`src/hw/rtl/foc_eas_pkg.sv`:
```
// Shared types and constants of the electrical angle and speed estimator.
`default_nettype none

package foc_eas_pkg;

  // configuration port
  localparam int CFG_IDX_W  = 3;
  localparam int CFG_DATA_W = 17;

  // register widths
  localparam int PP_W     = 7;
  localparam int OFFSET_W = 16;
  localparam int ALPHA_W  = 17;
  localparam int DTREG_W  = 16;

  // speed field and its saturation limits, 1/65536 turn per second
  localparam int SPEED_W = 33;
  localparam logic [SPEED_W-1:0] SPEED_MAX = 33'h0_FFFF_FFFF;
  localparam logic [SPEED_W-1:0] SPEED_MIN = 33'h1_0000_0000;

  // microseconds per second, applied one bit per cycle, MSB first
  localparam int SCALE_BITS = 20;
  localparam int SCALE_IDX_W = 5;
  localparam logic [SCALE_BITS-1:0] SPEED_SCALE = 20'd1000000;

  // Q16 unity filter weight
  localparam logic [ALPHA_W-1:0] ALPHA_ONE = 17'd65536;

  // reset values
  localparam logic [PP_W-1:0]    PP_RESET     = 7'd1;
  localparam logic [DTREG_W-1:0] DT_MIN_RESET = 16'd10;
  localparam logic [DTREG_W-1:0] DT_MAX_RESET = 16'd5000;

  typedef enum logic [CFG_IDX_W-1:0] {
    REG_POLE_PAIRS   = 3'd0,
    REG_REVERSE_DIR  = 3'd1,
    REG_ZERO_OFFSET  = 3'd2,
    REG_FILTER_ALPHA = 3'd3,
    REG_DT_MIN_US    = 3'd4,
    REG_DT_MAX_US    = 3'd5
  } reg_idx_t;

  typedef enum logic [2:0] {
    ST_IDLE,
    ST_PREP,
    ST_MUL,
    ST_DIV,
    ST_SAT,
    ST_FILT,
    ST_FIN,
    ST_DONE
  } state_t;

endpackage

`default_nettype wire

```
`src/hw/rtl/foc_eas_if.sv`:
```
// Input and output channel interfaces of the angle and speed estimator.
`default_nettype none

interface foc_eas_in_if #(
  parameter int ANGLE_BITS = 16,
  parameter int DT_BITS    = 16
);
  logic                  valid;
  logic                  ready;
  logic [ANGLE_BITS-1:0] mech_angle;
  logic [DT_BITS-1:0]    interval_us;
  logic                  angle_ok;

  modport source (output valid, mech_angle, interval_us, angle_ok, input ready);
  modport sink   (input valid, mech_angle, interval_us, angle_ok, output ready);
endinterface

interface foc_eas_out_if #(
  parameter int ANGLE_BITS = 16
);
  logic                             valid;
  logic                             ready;
  logic [ANGLE_BITS-1:0]            elec_angle;
  logic [foc_eas_pkg::SPEED_W-1:0]  elec_speed;

  modport source (output valid, elec_angle, elec_speed, input ready);
  modport sink   (input valid, elec_angle, elec_speed, output ready);
endinterface

`default_nettype wire

```
`src/hw/rtl/foc_electrical_angle_speed.sv`:
```
// Electrical angle and low-pass filtered speed estimator, top level.
//
// One input beat gives one output beat. An item with an invalid angle, the first item after
// reset or after a pole pair, direction or offset write, and an item whose interval is out of
// range go from acceptance to the output register with no speed update. An item that updates
// the speed passes a shift-add multiply by one million, a restoring divider that gives one
// quotient bit per cycle over the ANGLE_BITS + 19 bit numerator, a saturation step and a
// shift-add multiply by the filter weight. The block works on one item at a time; the next
// item is taken once the result has moved to the output register, which holds it until the
// sink takes it. There is no clearing pass after reset.
`default_nettype none

module foc_electrical_angle_speed #(
  parameter int ANGLE_BITS = 16,
  parameter int DT_BITS    = 16
) (
  input  logic                               clk,
  input  logic                               rst,
  input  logic                               cfg_we,
  input  logic [foc_eas_pkg::CFG_IDX_W-1:0]  cfg_index,
  input  logic [foc_eas_pkg::CFG_DATA_W-1:0] cfg_data,
  foc_eas_in_if.sink                         in_ch,
  foc_eas_out_if.source                      out_ch
);

  // |step| <= half a turn and 1e6 < 2^20
  localparam int NUM_W     = ANGLE_BITS + 19;
  localparam int CNT_W     = $clog2(NUM_W);
  localparam int CMP_W     = (DT_BITS > foc_eas_pkg::DTREG_W) ? DT_BITS : foc_eas_pkg::DTREG_W;
  localparam int OFF_EXT_W = (ANGLE_BITS > foc_eas_pkg::OFFSET_W) ? ANGLE_BITS
                                                                   : foc_eas_pkg::OFFSET_W;
  localparam int QX_W      = (NUM_W > 34) ? NUM_W : 34;
  localparam int PROD_W    = ANGLE_BITS + foc_eas_pkg::PP_W;
  localparam int SW        = foc_eas_pkg::SPEED_W;
  localparam int AW        = foc_eas_pkg::ALPHA_W;
  localparam logic [QX_W-1:0] Q_POS_LIM = QX_W'(34'h0_FFFF_FFFF);
  localparam logic [QX_W-1:0] Q_NEG_LIM = QX_W'(34'h1_0000_0000);

  foc_eas_pkg::state_t state, state_next;

  // configuration
  logic [foc_eas_pkg::PP_W-1:0]     pair_count;
  logic                             reverse_dir;
  logic [foc_eas_pkg::OFFSET_W-1:0] zero_offset;
  logic [AW-1:0]                    filter_alpha;
  logic [foc_eas_pkg::DTREG_W-1:0]  dt_min_us;
  logic [foc_eas_pkg::DTREG_W-1:0]  dt_max_us;

  // history
  logic [ANGLE_BITS-1:0] last_angle;
  logic [SW-1:0]         speed_estimate;
  logic                  primed;

  // working registers
  logic [ANGLE_BITS-1:0] mech_r;
  logic [DT_BITS-1:0]    dt_r;
  logic                  ok_r;
  logic [ANGLE_BITS-1:0] res_angle;
  logic                  step_neg;
  logic [ANGLE_BITS-1:0] mag_r;
  logic [NUM_W-1:0]      num_acc;
  logic [NUM_W-1:0]      quo;
  logic [DT_BITS-1:0]    rem;
  logic [CNT_W-1:0]      cnt;
  logic [SW+1:0]         diff;
  logic [SW+1:0]         hi;
  logic [AW-1:0]         lo;
  logic [AW-1:0]         alpha_sh;

  // output register
  logic                  out_valid;
  logic [ANGLE_BITS-1:0] out_angle;
  logic [SW-1:0]         out_speed;

  // combinational datapath
  logic                  in_accept;
  logic                  out_free;
  logic [ANGLE_BITS-1:0] m_dir;
  logic [PROD_W-1:0]     pp_prod;
  logic [OFF_EXT_W-1:0]  off_ext;
  logic [ANGLE_BITS-1:0] angle_now;
  logic [ANGLE_BITS-1:0] d_raw;
  logic [ANGLE_BITS-1:0] d_mag;
  logic                  dt_ok;
  logic [NUM_W-1:0]      num_acc_next;
  logic [DT_BITS:0]      rem_sh;
  logic [DT_BITS:0]      rem_sub;
  logic                  rem_ge;
  logic [QX_W-1:0]       qx;
  logic [SW-1:0]         meas;
  logic [AW-1:0]         alpha_eff;
  logic [SW+1:0]         hi_sum;
  logic [SW+2:0]         corr;

  assign in_accept = in_ch.valid && in_ch.ready;
  assign out_free  = !out_valid || out_ch.ready;

  assign m_dir     = reverse_dir ? (~mech_r + ANGLE_BITS'(1)) : mech_r;
  assign pp_prod   = PROD_W'(pair_count) * PROD_W'(m_dir);
  assign off_ext   = OFF_EXT_W'(zero_offset);
  assign angle_now = pp_prod[ANGLE_BITS-1:0] - off_ext[ANGLE_BITS-1:0];
  assign d_raw     = angle_now - last_angle;
  // a half-turn step counts as negative; its magnitude still fits
  assign d_mag     = d_raw[ANGLE_BITS-1] ? (~d_raw + ANGLE_BITS'(1)) : d_raw;
  assign dt_ok     = (dt_r != '0) && (CMP_W'(dt_r) >= CMP_W'(dt_min_us))
                     && (CMP_W'(dt_r) <= CMP_W'(dt_max_us));

  assign num_acc_next = {num_acc[NUM_W-2:0], 1'b0}
                        + (foc_eas_pkg::SPEED_SCALE[cnt[foc_eas_pkg::SCALE_IDX_W-1:0]]
                           ? NUM_W'(mag_r) : NUM_W'(0));

  assign rem_sh  = {rem, quo[NUM_W-1]};
  assign rem_ge  = rem_sh >= {1'b0, dt_r};
  assign rem_sub = rem_sh - {1'b0, dt_r};

  assign qx = QX_W'(quo);
  always_comb begin
    if (step_neg) begin
      meas = (qx > Q_NEG_LIM) ? foc_eas_pkg::SPEED_MIN : (SW'(0) - qx[SW-1:0]);
    end else begin
      meas = (qx > Q_POS_LIM) ? foc_eas_pkg::SPEED_MAX : qx[SW-1:0];
    end
  end

  assign alpha_eff = (filter_alpha > foc_eas_pkg::ALPHA_ONE) ? foc_eas_pkg::ALPHA_ONE
                                                              : filter_alpha;
  assign hi_sum = hi + (alpha_sh[0] ? diff : (SW+2)'(0));
  // full product = hi * 2^17 + lo; floor of it over 2^16 = {hi, lo[16]}
  assign corr   = {hi, lo[AW-1]};

  // state register
  always_ff @(posedge clk) begin
    if (rst) begin
      state <= foc_eas_pkg::ST_IDLE;
    end else begin
      state <= state_next;
    end
  end

  always_comb begin
    state_next  = state;
    in_ch.ready = 1'b0;
    unique case (state)
      foc_eas_pkg::ST_IDLE: begin
        in_ch.ready = 1'b1;
        if (in_accept) state_next = foc_eas_pkg::ST_PREP;
      end
      foc_eas_pkg::ST_PREP: begin
        state_next = (ok_r && primed && dt_ok) ? foc_eas_pkg::ST_MUL : foc_eas_pkg::ST_DONE;
      end
      foc_eas_pkg::ST_MUL: begin
        if (cnt == '0) state_next = foc_eas_pkg::ST_DIV;
      end
      foc_eas_pkg::ST_DIV: begin
        if (cnt == '0) state_next = foc_eas_pkg::ST_SAT;
      end
      foc_eas_pkg::ST_SAT: begin
        state_next = foc_eas_pkg::ST_FILT;
      end
      foc_eas_pkg::ST_FILT: begin
        if (cnt == '0) state_next = foc_eas_pkg::ST_FIN;
      end
      foc_eas_pkg::ST_FIN: begin
        state_next = foc_eas_pkg::ST_DONE;
      end
      foc_eas_pkg::ST_DONE: begin
        if (out_free) state_next = foc_eas_pkg::ST_IDLE;
      end
      default: state_next = foc_eas_pkg::ST_IDLE;
    endcase
  end

  // configuration and history
  always_ff @(posedge clk) begin
    if (rst) begin
      pair_count     <= foc_eas_pkg::PP_RESET;
      reverse_dir    <= 1'b0;
      zero_offset    <= '0;
      filter_alpha   <= foc_eas_pkg::ALPHA_ONE;
      dt_min_us      <= foc_eas_pkg::DT_MIN_RESET;
      dt_max_us      <= foc_eas_pkg::DT_MAX_RESET;
      last_angle     <= '0;
      speed_estimate <= '0;
      primed         <= 1'b0;
    end else if (cfg_we) begin
      unique case (cfg_index)
        foc_eas_pkg::REG_POLE_PAIRS: begin
          pair_count     <= cfg_data[foc_eas_pkg::PP_W-1:0];
          last_angle     <= '0;
          speed_estimate <= '0;
          primed         <= 1'b0;
        end
        foc_eas_pkg::REG_REVERSE_DIR: begin
          reverse_dir    <= cfg_data[0];
          last_angle     <= '0;
          speed_estimate <= '0;
          primed         <= 1'b0;
        end
        foc_eas_pkg::REG_ZERO_OFFSET: begin
          zero_offset    <= cfg_data[foc_eas_pkg::OFFSET_W-1:0];
          last_angle     <= '0;
          speed_estimate <= '0;
          primed         <= 1'b0;
        end
        foc_eas_pkg::REG_FILTER_ALPHA: filter_alpha <= cfg_data[AW-1:0];
        foc_eas_pkg::REG_DT_MIN_US:    dt_min_us <= cfg_data[foc_eas_pkg::DTREG_W-1:0];
        foc_eas_pkg::REG_DT_MAX_US:    dt_max_us <= cfg_data[foc_eas_pkg::DTREG_W-1:0];
        default: ;
      endcase
    end else if (state == foc_eas_pkg::ST_PREP && ok_r) begin
      last_angle <= angle_now;
      if (!primed) begin
        primed         <= 1'b1;
        speed_estimate <= '0;
      end
    end else if (state == foc_eas_pkg::ST_FIN) begin
      speed_estimate <= speed_estimate + corr[SW-1:0];
    end
  end

  // serial datapath
  always_ff @(posedge clk) begin
    unique case (state)
      foc_eas_pkg::ST_IDLE: begin
        if (in_accept) begin
          mech_r <= in_ch.mech_angle;
          dt_r   <= in_ch.interval_us;
          ok_r   <= in_ch.angle_ok;
        end
      end
      foc_eas_pkg::ST_PREP: begin
        res_angle <= ok_r ? angle_now : last_angle;
        step_neg  <= d_raw[ANGLE_BITS-1];
        mag_r     <= d_mag;
        num_acc   <= '0;
        cnt       <= CNT_W'(foc_eas_pkg::SCALE_BITS - 1);
      end
      foc_eas_pkg::ST_MUL: begin
        num_acc <= num_acc_next;
        if (cnt == '0) begin
          quo <= num_acc_next;
          rem <= '0;
          cnt <= CNT_W'(NUM_W - 1);
        end else begin
          cnt <= cnt - CNT_W'(1);
        end
      end
      foc_eas_pkg::ST_DIV: begin
        // one quotient bit per cycle, restoring
        if (rem_ge) begin
          rem <= rem_sub[DT_BITS-1:0];
          quo <= {quo[NUM_W-2:0], 1'b1};
        end else begin
          rem <= rem_sh[DT_BITS-1:0];
          quo <= {quo[NUM_W-2:0], 1'b0};
        end
        cnt <= cnt - CNT_W'(1);
      end
      foc_eas_pkg::ST_SAT: begin
        diff     <= {{2{meas[SW-1]}}, meas} - {{2{speed_estimate[SW-1]}}, speed_estimate};
        hi       <= '0;
        lo       <= '0;
        alpha_sh <= alpha_eff;
        cnt      <= CNT_W'(AW - 1);
      end
      foc_eas_pkg::ST_FILT: begin
        // add on the weight's LSB, then shift the partial product right
        hi       <= {hi_sum[SW+1], hi_sum[SW+1:1]};
        lo       <= {hi_sum[0], lo[AW-1:1]};
        alpha_sh <= {1'b0, alpha_sh[AW-1:1]};
        cnt      <= cnt - CNT_W'(1);
      end
      foc_eas_pkg::ST_FIN: ;
      foc_eas_pkg::ST_DONE: ;
      default: ;
    endcase
  end

  // output register
  always_ff @(posedge clk) begin
    if (rst) begin
      out_valid <= 1'b0;
    end else if (state == foc_eas_pkg::ST_DONE && out_free) begin
      out_valid <= 1'b1;
    end else if (out_ch.ready) begin
      out_valid <= 1'b0;
    end
  end

  always_ff @(posedge clk) begin
    if (state == foc_eas_pkg::ST_DONE && out_free) begin
      out_angle <= res_angle;
      out_speed <= speed_estimate;
    end
  end

  assign out_ch.valid      = out_valid;
  assign out_ch.elec_angle = out_angle;
  assign out_ch.elec_speed = out_speed;

endmodule

`default_nettype wire

```
`src/flat_wrapper.sv`:
```
// flat-port wrapper written by rule: the top's interface ports become plain ports
module foc_electrical_angle_speed_flat 
#(
  parameter int ANGLE_BITS = 16,
  parameter int DT_BITS    = 16
)
  (clk, rst, cfg_we, cfg_index, cfg_data, in_ch_valid, in_ch_mech_angle, in_ch_interval_us, in_ch_angle_ok, in_ch_ready, out_ch_valid, out_ch_elec_angle, out_ch_elec_speed, out_ch_ready);
  foc_eas_in_if #(.ANGLE_BITS(ANGLE_BITS), .DT_BITS(DT_BITS)) in_ch_i ();
  foc_eas_out_if #(.ANGLE_BITS(ANGLE_BITS)) out_ch_i ();
  input  logic clk;
  input  logic rst;
  input  logic cfg_we;
  input  logic [foc_eas_pkg::CFG_IDX_W-1:0] cfg_index;
  input  logic [foc_eas_pkg::CFG_DATA_W-1:0] cfg_data;
  input wire logic [$bits(in_ch_i.valid)-1:0] in_ch_valid;
  input wire logic [$bits(in_ch_i.mech_angle)-1:0] in_ch_mech_angle;
  input wire logic [$bits(in_ch_i.interval_us)-1:0] in_ch_interval_us;
  input wire logic [$bits(in_ch_i.angle_ok)-1:0] in_ch_angle_ok;
  output wire logic [$bits(in_ch_i.ready)-1:0] in_ch_ready;
  output wire logic [$bits(out_ch_i.valid)-1:0] out_ch_valid;
  output wire logic [$bits(out_ch_i.elec_angle)-1:0] out_ch_elec_angle;
  output wire logic [$bits(out_ch_i.elec_speed)-1:0] out_ch_elec_speed;
  input wire logic [$bits(out_ch_i.ready)-1:0] out_ch_ready;
  assign in_ch_i.valid = in_ch_valid;
  assign in_ch_i.mech_angle = in_ch_mech_angle;
  assign in_ch_i.interval_us = in_ch_interval_us;
  assign in_ch_i.angle_ok = in_ch_angle_ok;
  assign in_ch_ready = in_ch_i.ready;
  assign out_ch_valid = out_ch_i.valid;
  assign out_ch_elec_angle = out_ch_i.elec_angle;
  assign out_ch_elec_speed = out_ch_i.elec_speed;
  assign out_ch_i.ready = out_ch_ready;
  foc_electrical_angle_speed #(.ANGLE_BITS(ANGLE_BITS), .DT_BITS(DT_BITS)) u_core (.clk(clk), .rst(rst), .cfg_we(cfg_we), .cfg_index(cfg_index), .cfg_data(cfg_data), .in_ch(in_ch_i), .out_ch(out_ch_i));
endmodule
```
`config.mk`:
```
export PLATFORM = sky130hd
export DESIGN_NAME = foc_electrical_angle_speed_flat
export DESIGN_NICKNAME = d
export VERILOG_FILES = /design/src/hw/rtl/foc_eas_pkg.sv /design/src/hw/rtl/foc_eas_if.sv /design/src/hw/rtl/foc_electrical_angle_speed.sv /design/src/flat_wrapper.sv
export SDC_FILE = /design/constraint.sdc
export NUM_CORES = 1
export LEC_CHECK = 0
export BUFFER_PORTS_ARGS = -buffer_cell sky130_fd_sc_hd__buf_2
export CAP_MARGIN = 20
export CORE_MARGIN = 3
export CORE_UTILIZATION = 34
export DETAILED_ROUTE_END_ITERATION = 8
export PLACE_DENSITY = 0.53
export SYNTH_ARGS = -nofsm -noshare
export SYNTH_HDL_FRONTEND = slang
export SYNTH_SLANG_ARGS = --single-unit
```
`constraint.sdc`:
```
create_clock -name clk -period 8.81 [get_ports clk]
set_clock_uncertainty 0.1 [all_clocks]
set_input_delay 0.4405 -clock clk [delete_from_list [all_inputs] [get_ports clk]]
set_output_delay 0.4405 -clock clk [all_outputs]
set_load 0.01 [all_outputs]
```
# --- Word-level counts from Yosys, hierarchy flattened ---
# Memories as Yosys holds them, arrays and structs flattened. A register that Yosys moved wholly into a read port is not among the register bits.
# Index checks and enable logic that the tools add are counted.
word_totals:
  regBits: 437
  rom_bits: 32
  input_bits: 58
  output_inout_bits: 51
  n_memories: 1
memory_table:
  columns: ["name", "depth", "word_bits", "rd", "rd_ports_with_merged_regs", "write_ports", "line_no", "text"]
  rows:
  - ["(no name shown)", 32, 1, 1, 1, 0, "foc_electrical_angle_speed.sv:109", "+ (foc_eas_pkg::SPEED_SCALE[cnt[foc_eas_pkg::SCALE_IDX_W-1:0]]"]
classes:
  n_addsub: 11
  n_mul: 1
  order_cmp: 7
  n_eq_ne: 19
  mux: 44
  bitwise: 2
  n_reduce_logical: 33
op_table:
  columns: ["op", "n"]
  rows:
  - ["33-bit 2-to-1 mux", 8]
  - ["35-bit one-hot mux with 2 select lines", 2]
  - ["16-bit 2-to-1 mux", 8]
  - ["35-bit 2-to-1 mux", 2]
  - ["17-bit one-hot mux with 2 select lines", 2]
  - ["34-bit one-hot mux with 2 select lines", 1]
  - ["16-bit subtractor", 3]
  - ["35-bit by 16-bit adder with 35-bit output", 1]
  - ["35-bit adder", 1]
  - ["35-bit by 32-bit > comparator with 1-bit output (second input constant)", 1]
  - ["35-bit by 33-bit > comparator with 1-bit output (second input constant)", 1]
  - ["33-bit by 33-bit subtractor with 34-bit output", 1]
  - ["33-bit adder", 1]
  - ["1-bit by 33-bit subtractor with 33-bit output (first input constant)", 1]
  - ["16-bit by 1-bit adder with 16-bit output (second input constant)", 2]
  - ["16-bit inverter", 2]
  - ["16-bit one-hot mux with 2 select lines", 1]
  - ["3-bit one-hot mux with 8 select lines", 1]
  - ["6-bit one-hot mux with 4 select lines", 1]
  - ["3-bit == test (second input constant)", 6]
  - ["3-bit 2-to-1 mux", 6]
  - ["2-bit AND reduction", 9]
  - ["17-bit by 16-bit >= comparator with 1-bit output", 1]
  - ["17-bit > comparator (second input constant)", 1]
  - ["other kinds (28)", 54]

# --- Longest topological paths before layout ---
depth:
  depth_word: 9
  depth_mapped: 31
  mapped_depth_nobuf: 31

# --- Least setup slack after synthesis ---
# Ideal clock, no wire load.
synth_timing:
  path_type: "register to register"
  start: "register u_core.mech_r[3]"
  end: "register u_core.mag_r[11] (data pin)"
  setup_time_ns: 0.269
  arrival_ns: 6.928
  required_ns: 8.441
  setup_slack_ns: 1.513
  stages_incl_launch_ff: 28
  n_path_buf: 1
  cell_sequence: "edfxtp_1 -> nor4_1 -> nand2_1 -> o31a_1 -> xor2_1 -> and2_1 -> fa_1 -> fa_1 -> fa_1 -> inv_1 -> fa_1 -> inv_1 -> ha_1 -> and2_1 -> o21ai_0 -> inv_1 -> a41oi_1 -> nor2b_1 -> xnor2_1 -> ha_1 -> or3_1 -> o211ai_1 -> mux2i_1 -> a2111oi_0 -> xor2_1 -> buf_2 -> nor2_1 -> xor2_1"
synth_via:
  elab_chain_cells: 9
synth_rtl:
  columns: ["element", "line_no", "text"]
  rows:
  - ["from (decl)", "foc_electrical_angle_speed.sv:55", "logic [ANGLE_BITS-1:0] mech_r;"]
  - ["from (signal assigned)", "foc_electrical_angle_speed.sv:226", "mech_r <= in_ch.mech_angle;"]
  - ["16-bit inverter", "foc_electrical_angle_speed.sv:98", "assign m_dir = reverse_dir ? (~mech_r + ANGLE_BITS'(1)) : mech_r;"]
  - ["16-bit by 1-bit adder with 16-bit output", "foc_electrical_angle_speed.sv:98", null]
  - ["16-bit 2-to-1 mux *", "foc_electrical_angle_speed.sv:98", null]
  - ["7-bit by 16-bit multiplier with 16-bit output *", "foc_electrical_angle_speed.sv:99", "assign pp_prod = PROD_W'(pair_count) * PROD_W'(m_dir);"]
  - ["16-bit subtractor *", "foc_electrical_angle_speed.sv:101", "assign angle_now = pp_prod[ANGLE_BITS-1:0] - off_ext[ANGLE_BITS-1:0];"]
  - ["16-bit subtractor *", "foc_electrical_angle_speed.sv:102", "assign d_raw = angle_now - last_angle;"]
  - ["16-bit inverter", "foc_electrical_angle_speed.sv:104", "assign d_mag = d_raw[ANGLE_BITS-1] ? (~d_raw + ANGLE_BITS'(1)) : d_raw;"]
  - ["16-bit by 1-bit adder with 16-bit output", "foc_electrical_angle_speed.sv:104", null]
  - ["15-bit 2-to-1 mux *", "foc_electrical_angle_speed.sv:104", null]
  - ["named net u_core.d_mag[11]", "foc_electrical_angle_speed.sv:83", "logic [ANGLE_BITS-1:0] d_mag;"]
  - ["to (signal assigned)", "foc_electrical_angle_speed.sv:234", "mag_r <= d_mag;"]
  - ["to (decl)", "foc_electrical_angle_speed.sv:60", "logic [ANGLE_BITS-1:0] mag_r;"]
# The timed path passes the listed nets; every way through them passes the cells marked *.
# A chain may end at the register's enable or synchronous reset.

# --- Worst setup path in the final report ---
layout_timing:
  start: "register u_core.mech_r[3]"
  end: "register u_core.mag_r[14] (data pin)"
layout_via:
  elab_cells_between_ends: 9
  cone_classes: "add/sub (4); mul (1); mux (2); bitwise (2)"
layout_rtl:
  columns: ["element", "line_no", "text"]
  rows:
  - ["16-bit inverter", "foc_electrical_angle_speed.sv:98", null]
  - ["16-bit by 1-bit adder with 16-bit output", "foc_electrical_angle_speed.sv:98", null]
  - ["16-bit 2-to-1 mux *", "foc_electrical_angle_speed.sv:98", null]
  - ["7-bit by 16-bit multiplier with 16-bit output *", "foc_electrical_angle_speed.sv:99", null]
  - ["16-bit subtractor *", "foc_electrical_angle_speed.sv:101", null]
  - ["16-bit subtractor *", "foc_electrical_angle_speed.sv:102", null]
  - ["named net u_core.d_raw[15]", "foc_electrical_angle_speed.sv:82", "logic [ANGLE_BITS-1:0] d_raw;"]
  - ["15-bit 2-to-1 mux *", "foc_electrical_angle_speed.sv:104", null]
  - ["named net u_core.d_mag[14]", "foc_electrical_angle_speed.sv:83", null]
# Marked as above.

==> results.md <==
* Status: finished clean
* Slew @ Worst Pin at about 1100 ps
* DP Worst Slack at ~730 ps
* YS warnings at 0
* Worst-path clk slew at about 70 ps
* Nets at ~3400
* Routed len/inst at between 15 and 20 µm
* Initial core utilization at 0.3451
* Post CTS Setup Buffer Count at 0
* Vias per cell at 5.063
* PortBufs at approximately 110
* GRT Total Usage at 0.1646
* # clock sinks at 420
* Die Width at 292.8 µm
* CTS H-tree depth at 2
* Peak per-stage delay on the critical path at 550 ps
* RSZ-0062 raised after global routing: no
* First-pass GRT wire length at about 110000 µm
* Sequential Power Share at 0.282
* Fin worst setup slack at about 860 ps
* Switching Share at 0.4163
* Slew headroom at 0.2640
* Area of the multi-input gates at between 15000 and 20000 µm²
* Syn Area/Cell at between 9 and 10 µm²
* Fillers at around 8000
* Slew Viols, Final at 0
* Seq/Total Area, Yosys at 0.4050
* F_max at 0.1258 GHz
* Critical path arrival at slightly above 8000 ps
* Drt initial violations at roughly 1200
* Fraction of registers with async set/reset at 0
* Residual DRC at 0
* Synth unique cells at just over 80
* Post-Syn Nets at 3324
* CP startpoint kind: register
* Tmin final at just under 8000 ps
* Area growth syn-to-layout at 14.17%
* CP required at just over 9000 ps
* Tcrit/Tclk final at 0.9022
* Placer Congestion at 0.8565
* Hold Crit Class: primary input to register
* Total Wirelength at 71360 µm
* FF/Latch Area at around 11000 µm²
* P_leak at 12.35 nW
* Instance count of the mapped netlist at 2984
* Worst Path Buf+Inv at 6
* Kind of critical path: register to register
* Antenna violations before repair at 1
* Setup TNS at 0 ps
* CTS tree: built
* EDFF count, synth at 292
* Deepest clock path buffer count at 3
* Via Count at ~21000
* Kind of end point of the critical path: register
* Total CTS buffers at between 50 and 60
* Core footprint at about 81000 µm²
* CP delay by family, top: adder cells
* Antenna Violating Nets Remaining at 0
* VDD IR-drop max at 365.9 µV
* Count of final setup violators at 0
* Root buffer cell: clkbuf_16
* Drt first pass iters at 5
* Sw power at 0.004878 W
* Die Ht at between 200 and 300 µm
* Most used flip-flop cell after synthesis: edfxtp_1
* Post-synthesis cell area at 27980 µm²
* Worst-Skew Late Latency at roughly 620 ps
* Pwr dens at roughly 370 nW/µm²
* Worst path slowest cell: nor4_2
* Die Footprint at between 80000 and 90000 µm²
* Clock Power Share at 0.190
* Critical Path Fanout Max at 11
* Max Cap Viol at 0
* Synthesis-stage register bit count at 420
* Layout cells sized above 1 at 0.08349
* Dpl hpwl at 53060 µm
* Largest net degree at the start of global routing at 88
* Comb power frac at 0.528
* Final Hold Violating Endpoints at 0
* # IOs at about 110
* Vias in the first global route at between 20000 and 25000
* FP Rows at ~100
* GRT overflow at 0
* Internal Power at 0.006838 W
per-stage QoR:
step / area [µm²] / power [W] / cells / util / hold WS (ps)
2_1_floorplan: 27980 / 0.008024 / 2984 / - / 300.3
5_1_grt: 31940 / 0.01271 / 4210 / 0.3940 / 7.207
3_3_place_gp: 29710 / 0.009453 / 4072 / 0.3665 / 306.1
6_report: 31940 / 0.01172 / 4211 / 0.3940 / 26.77
3_5_place_dp: 29740 / 0.009488 / 4073 / 0.3669 / 304.5
4_1_cts: 31900 / 0.01179 / 4207 / 0.3935 / 0.9205
layout by cell type (no fill, tap or decap), types with 25 or more instances in the layout:
master,n
clkbuf_16,53
xnor2_1,113
and2_1,78
nor2_1,267
xor2_1,65
buf_4,31
o21a_1,32
ha_1,209
dfxtp_1,128
buf_2,107
nand3_1,46
a21o_1,63
nand2_1,328
nor3_1,56
inv_1,245
a22oi_1,25
and3_1,27
a21oi_1,237
dlygate4sd3_1,36
nor2b_1,60
fa_1,73
nand2b_1,35
edfxtp_1,292
o21ai_0,105
flip-flops by register name, indices dropped and copies added (netlist names), 3 cells and up, named ones only:
register	count
u_core.alpha_sh	17
u_core.cnt	6
u_core.diff	34
u_core.dt_max_us	16
u_core.dt_min_us	16
u_core.dt_r	16
u_core.filter_alpha	17
u_core.hi	34
u_core.last_angle	16
u_core.mag_r	16
u_core.mech_r	16
u_core.num_acc	34
u_core.off_ext	16
u_core.out_ch.elec_angle	16
u_core.out_ch.elec_speed	33
u_core.pair_count	7
u_core.quo	35
u_core.rem	16
u_core.res_angle	16
u_core.speed_estimate	33
u_core.state	3
what timing repair did:
item,CTS,global route
endpoints found under the hold margin,40,0
hold buffers,36,0
resized for setup,0,1
endpoints found under the setup margin,0,6
worst min-delay path, delay by kind of cell:
family / cells / cell delay (ps)
AO/OA/AOI/OAI: 1 / 50
buffers and inverters: 1 / 150
AND/OR/NAND/NOR: 1 / 60
layout make-up:
class | instances | area share
multi-input cells | 2210 | 0.4817
well taps | 1060 | 0.04152
diodes | 1 | 0.00007835
clock buffers | 66 | 0.04430
flip-flops and latches | 420 | 0.3547
repair buffers | 176 | 0.03667
clock inverters | 32 | 0.01207
inverters | 246 | 0.02891
power groups by stage:
stage          Sequential [W]  Clock (W)  Combinational, W
3_5_place_dp          0.00334          0           0.00615
2_1_floorplan         0.00323          0           0.00479
3_3_place_gp          0.00334          0           0.00612
4_1_cts               0.00330    0.00229           0.00620
5_1_grt               0.00335    0.00238           0.00697
6_report              0.00330    0.00223           0.00618
synthesized netlist by cell type, drive strengths merged, types with 25 or more instances:
cell type    n  area share
inv        245       0.033
nand3       46      0.0082
fa          73       0.052
o21a        32      0.0086
xor2        65       0.020
a21oi      238       0.043
and2        79       0.018
and3        27      0.0060
clkbuf     100       0.013
ha         209       0.093
xnor2      113       0.035
o21ai      106       0.019
nand2      329       0.044
nor3        59       0.011
nor2       272       0.036
edfxtp     292        0.31
a22oi       25      0.0067
nand2b      35      0.0078
a21o        63       0.017
nor2b       62       0.014
dfxtp      128       0.092
logic make-up (layout without fill, tap and decap cells):
logic type | count (synthesis) | count (layout) | share of synthesized area
XOR/XNOR | 180 | 180 | 0.05734
multiplexers | 24 | 24 | 0.008632
AND/OR/NAND/NOR | 1036 | 1036 | 0.1768
flip-flops | 420 | 420 | 0.4050
AO/OA/AOI/OAI | 688 | 688 | 0.1586
other | 0 | 1 | 0
buffers and inverters | 354 | 520 | 0.04790
adder cells (fa/ha/maj) | 282 | 282 | 0.1457
final timing paths:
| path | endpoint | slack (ps) | depth (start not counted) | start |
|---|---|---|---|---|
| max | u_core.mag_r[14]$_DFFE_PP_ | 860 | 29 | u_core.mech_r[3]$_DFFE_PP_ |
| min | u_core.dt_min_us[13]$_SDFFE_PP0P_ | 30 | 3 | cfg_data[13] |
| max reg2reg | u_core.mag_r[14]$_DFFE_PP_ | 860 | 29 | u_core.mech_r[3]$_DFFE_PP_ |
| min reg2reg | u_core.out_ch.elec_angle[11]$_DFFE_PP_ | 320 | 0 | u_core.res_angle[11]$_DFFE_PP_ |
per-layer routing:
metal	wire (µm)	share of wire	vias to the layer above	track usage
li1	-	-	10825	-
met1	33170	0.46	10023	0.2223
met2	33570	0.47	386	0.2790
met3	3035	0.043	85	0.02320
met4	1579	0.022	0	0.03988
met5	0	0	-	0
(Power assumes the default switching activity.)
